==> config.mk <==
export PLATFORM = sky130hd
export DESIGN_NAME = lgs_row_update
export DESIGN_NICKNAME = d
export VERILOG_FILES = /design/src/hw/rtl/lgs_pkg.sv /design/src/hw/rtl/lgs_row_update.sv
export SDC_FILE = /design/constraint.sdc
export NUM_CORES = 1
export LEC_CHECK = 0
export BUFFER_PORTS_ARGS = -buffer_cell sky130_fd_sc_hd__clkbuf_2
export CAP_MARGIN = 10
export CORE_MARGIN = 3
export CORE_UTILIZATION = 58
export DETAILED_ROUTE_END_ITERATION = 8
export GPL_ROUTABILITY_DRIVEN = 0
export PLACE_DENSITY = 0.95
export SLEW_MARGIN = 10
export SYNTH_ARGS = -nofsm -noshare
export SYNTH_HDL_FRONTEND = slang
export SYNTH_SLANG_ARGS = --single-unit
==> constraint.sdc <==
create_clock -name vclk -period 5.1
set_clock_uncertainty 0.1 [all_clocks]
set_input_delay 1.02 -clock vclk [all_inputs]
set_output_delay 1.02 -clock vclk [all_outputs]
set_load 0.1 [all_outputs]
==> src/hw/rtl/lgs_pkg.sv <==
// Package: grid geometry, request codes, controller states and memory request type.
`timescale 1ns / 1ps

package lgs_pkg;

	localparam int ROWS   = 128;
	localparam int COLS   = 128;
	localparam int ROW_AW = $clog2(ROWS);
	localparam int COL_AW = $clog2(COLS);

	typedef logic [COLS-1:0]   row_bits_t;
	typedef logic [ROW_AW-1:0] row_addr_t;
	typedef logic [COL_AW-1:0] col_addr_t;

	typedef enum logic [1:0] {
		REQ_FLIP = 2'd0,
		REQ_STEP = 2'd1,
		REQ_READ = 2'd2
	} req_t;

	typedef enum logic [2:0] {
		ST_CLEAR,
		ST_IDLE,
		ST_CELL,
		ST_GEN_LOAD,
		ST_GEN_ROW,
		ST_GEN_DONE
	} state_t;

	typedef struct packed {
		logic      rd_en;
		row_addr_t rd_addr;
		logic      wr_en;
		row_addr_t wr_addr;
		row_bits_t wr_data;
	} ram_req_t;

	// Reset pattern of one row: alive where row + column is even.
	function automatic row_bits_t checker_row(input logic odd_row);
		row_bits_t r;
		for (int c = 0; c < COLS; c++) begin
			r[c] = ~(c[0] ^ odd_row);
		end
		return r;
	endfunction

endpackage

==> src/hw/rtl/lgs_row_update.sv <==
// Next-generation row from the old rows above, at and below (B3/S23, dead border).
`timescale 1ns / 1ps

module lgs_row_update (
	input  lgs_pkg::row_bits_t above,
	input  lgs_pkg::row_bits_t cur,
	input  lgs_pkg::row_bits_t below,
	output lgs_pkg::row_bits_t next_row
);

	// Dead column padded on each side.
	logic [lgs_pkg::COLS+1:0] a_p, c_p, b_p;

	assign a_p = {1'b0, above, 1'b0};
	assign c_p = {1'b0, cur, 1'b0};
	assign b_p = {1'b0, below, 1'b0};

	for (genvar c = 0; c < lgs_pkg::COLS; c++) begin : g_lane
		logic [3:0] cnt;
		assign cnt = 4'(a_p[c]) + 4'(a_p[c+1]) + 4'(a_p[c+2])
			+ 4'(c_p[c]) + 4'(c_p[c+2])
			+ 4'(b_p[c]) + 4'(b_p[c+1]) + 4'(b_p[c+2]);
		assign next_row[c] = (cnt == 4'd3) || (c_p[c+1] && (cnt == 4'd2));
	end

endmodule

==> impl_metrics.toml, run 1 <==
[placement]
placed_cell_area_um2 = 28200
portBuffers = 512
dp_hpwl_um = 69800

[die]
row_count = 70
start_util_pct = 58.9
dieHeight_um = 199
die_w_um = 199
io_pins = 512

[logic_synthesis]
synth_top_family_by_area = "adder cells"
syn_area_um2 = 21600
synth_commonest_cells = "inv_1 (890), fa_1 (508), ha_1 (380), a21oi_1 (250)"
synth_area_leaders = "fa_1 (47%), ha_1 (22%), inv_1 (15%)"
synth-adder-area-share_pct = 69.1
syn_area_per_cell_um2 = 8.95
seq_area_frac_synth_pct = 0
synthMostInstantiatedCell = "inv_1"
synth_warnings = 0
synth_top_area_cell = "fa_1"
synthMuxAreaShare_pct = 0
synth_cell_type_count = 14
synth_nets = 3685
netlist.area_leader.share_pct = 47.1
synthXorXnorAreaFrac_pct = 0
synthCells = 2413
synthSimpleGateAreaFrac_pct = 6.72
synth-compound-area-share_pct = 8.72

[global_route]
overflow = 6
grt_use_total_pct = 56.7
grt_pass1_wl_um = 164000
grt_pass1_vias = 27439
grt_max_degree = 4

[run_status]
last-stage-reached = "global routing"
status = "stopped before the end"
error = "[ERROR GRT-0116] Global routing finished with congestion. Check the congestion regions in the DRC Viewer."
-- metrics by stage --
stage | setup TNS (ps) | std cells | setup WS (ps) | hold WS, ps
after floorplan | -125 | 2413 | -125 | 2260
after global placement | -70.9 | 3409 | -39.9 | 2380
after detailed placement | -4790 | 3409 | -148 | 2410
after CTS | -501 | 3420 | -74.1 | 2400
-- cells by family after synthesis --
family                     Yosys count
buffers and inverters              890
AOI/OAI and AO/OA                  376
adders and majority gates          888
and+or+nand+nor                    259
-- repair_timing --
| item | CTS |
|---|---|
| pin swaps | 195 |
| gates cloned | 0 |
| setup buffers | 11 |
| endpoints found under the setup margin | 100 |
| resized for setup | 420 |
| hold buffers | 0 |
-- routing by layer --
metal / GRT overflow / global-route usage (%)
met1: 0 / 52.6
met2: 3 / 77.4
met3: 0 / 42.6
met4: 3 / 56.0
met5: 0 / 8.15
==> inputs of run 2 (changes only) <==
--- a/config.mk
+++ b/config.mk
@@ -8,10 +8,10 @@
 export BUFFER_PORTS_ARGS = -buffer_cell sky130_fd_sc_hd__clkbuf_2
 export CAP_MARGIN = 10
 export CORE_MARGIN = 3
-export CORE_UTILIZATION = 58
+export CORE_UTILIZATION = 40
 export DETAILED_ROUTE_END_ITERATION = 8
 export GPL_ROUTABILITY_DRIVEN = 0
-export PLACE_DENSITY = 0.95
+export PLACE_DENSITY_LB_ADDON = 0.15
 export SLEW_MARGIN = 10
 export SYNTH_ARGS = -nofsm -noshare
 export SYNTH_HDL_FRONTEND = slang
==> impl_metrics.toml, run 2 <==
[power_and_ir_drop]
max-vdd-ir-drop_uv = 367
power_uw = 11000
power_density_nw_per_um2 = 367
p_leak_uw = 0.0153

[die]
die_w_um = 238
row_count = 84
dieHeight_um = 238
coreArea_um2 = 53000
start_util_pct = 40.8
io_pins = 512
die_area_um2 = 56800

[placement]
portBuffers = 512
dp_hpwl_um = 53400
place_ws_ps = -148

[layout]
clkbuf_count = 0
design.seq.count = 0
final_cell_mix = "inv_1 (720), fa_1 (397), clkbuf_2 (346)"
drive_above_1_share_pct = 38.2
final_util_pct = 56.4
regArea_um2 = 0
nets = 4232
syn2layout_area_growth_pct = 38.3
final_common_cell = "inv_1"

[sta]
maxSlewHeadroom_pct = 63.8
min_period_ps = 5060
rsz0062_at_grt = "true"
drv_slew = 0
final.period_utilization_pct = 99.3
fin_setup_tns_ps = 0
fin_ws_ps = 35.9
setup_violations = 0
hold_ws_ps = 2390
max_freq_mhz = 197
worst-slew-pin-transition_ps = 546
hold_viol_final = 0

[detailed_routing]
route.layer.met1.wl_um = 21700
routed_wl_um = 55400
viasPerCell = 4.68
drt_iter0_drc = 326
met3_length_um = 3870
dr.max_layer_used = "met5"
wire_per_inst_um = 15.2
drc = 0
vias = 17109
final_antenna_net_count = 0
wl_met2_um = 28800
first_pass_iters = 7

[clocking]
ctsHoldBuffers = 0

[logic_synthesis]
synth_cell_type_count = 14
syn_area_per_cell_um2 = 8.95
synth_commonest_cells = "inv_1 (890), fa_1 (508), ha_1 (380), a21oi_1 (250)"
synth_area_leaders = "fa_1 (47%), ha_1 (22%), inv_1 (15%)"
synthMostInstantiatedCell = "inv_1"
syn_area_um2 = 21600
synth_top_area_cell = "fa_1"
synthCells = 2413
synth_warnings = 0
synth_nets = 3685
seq_area_frac_synth_pct = 0
netlist.area_leader.share_pct = 47.1

[setup_path]
startpoint_type = "input port"
cp_slowest_cell = "fa_1"
cp_common_cell = "fa_1"
crit_required_ps = 3980
arrival_ps = 3940
crit_cells = 11
crit_path_cell_trace = "buf_8 > inv_4 > fa_1 > fa_1 > fa_1 > inv_2 > ha_4 > fa_2 > or2_4 > a21oi_4 > buf_12"
critPathKind = "in -> out"
end_kind = "primary output"
worst_path_dominant_cell_family = "adder cells"
cp_num_buf_inv = 4
cpPeakStageDelay_ps = 570
crit_fanout = 2
crit_path_start = "cur[45]"

[flow_run]
cap_violations = 0

[worst_hold_path]
hold_class = "in -> out"
min_from = "cur[124]"
hold_depth = 4

[global_route]
overflow = 0
grt_use_total_pct = 19.8
grt_max_degree = 4
grt_pass1_wl_um = 93200
antenna_found_initial = 18
grt_pass1_vias = 19367

[run_status]
status = "finished clean"
-- run 2: cell counts after synthesis --
Identical to the previous run, type by type.
-- run 2: through the flow --
step	instances	cell area [µm²]
after global routing	3650	29900
after CTS	3622	28400
after detailed placement	3622	28400
after floorplan	2413	23000
after global placement	3622	28400
final	3655	29900
-- run 2: report_power, final --
| group | internal [µW] | switching (µW) | total [µW] |
|---|---|---|---|
| combinational | 4290 | 6680 | 11000 |
| sequential | 0 | 0 | 0 |
| clock | 0.000236 | 0 | 0.000236 |
-- run 2: path summary, 6_finish.rpt --
path / endpoint
hold / removal: next_row[124]
setup / recovery: next_row[46]
-- run 2: logic make-up after synthesis --
family | count (synthesis) | synth area share, %
buffers and inverters | 890 | 15.5
adder cells (fa/ha/maj) | 888 | 69.1
AO/OA/AOI/OAI | 376 | 8.72
AND/OR/NAND/NOR | 259 | 6.72
-- run 2: per-layer routing --
metal,GRT usage [%],vias to the layer above
li1,-,8378
met2,36.0,316
met4,2.82,20
met3,5.10,67
met1,24.2,8328
met5,0,-
-- run 2: worst min-delay path: cells and delay by family --
family | cells | cell delay (ps)
AOI/OAI and AO/OA | 2 | 190
buffers and inverters | 2 | 250
-- run 2: final cells by class --
cell class	instances	area, µm²
antenna	9	22.5
fill	4657	23100
inverter	890	3420
multi-input combinational	1523	20600
tap	688	861
timing repair buffer	545	4950
-- run 2: repair_timing --
action,CTS,global route
pin swaps,29,315
endpoints found under the setup margin,23,125
buffers inserted,0,24
endpoints found under the hold margin,0,0
resized for setup,42,718
Note: power is estimated with default switching activity, not from simulation.
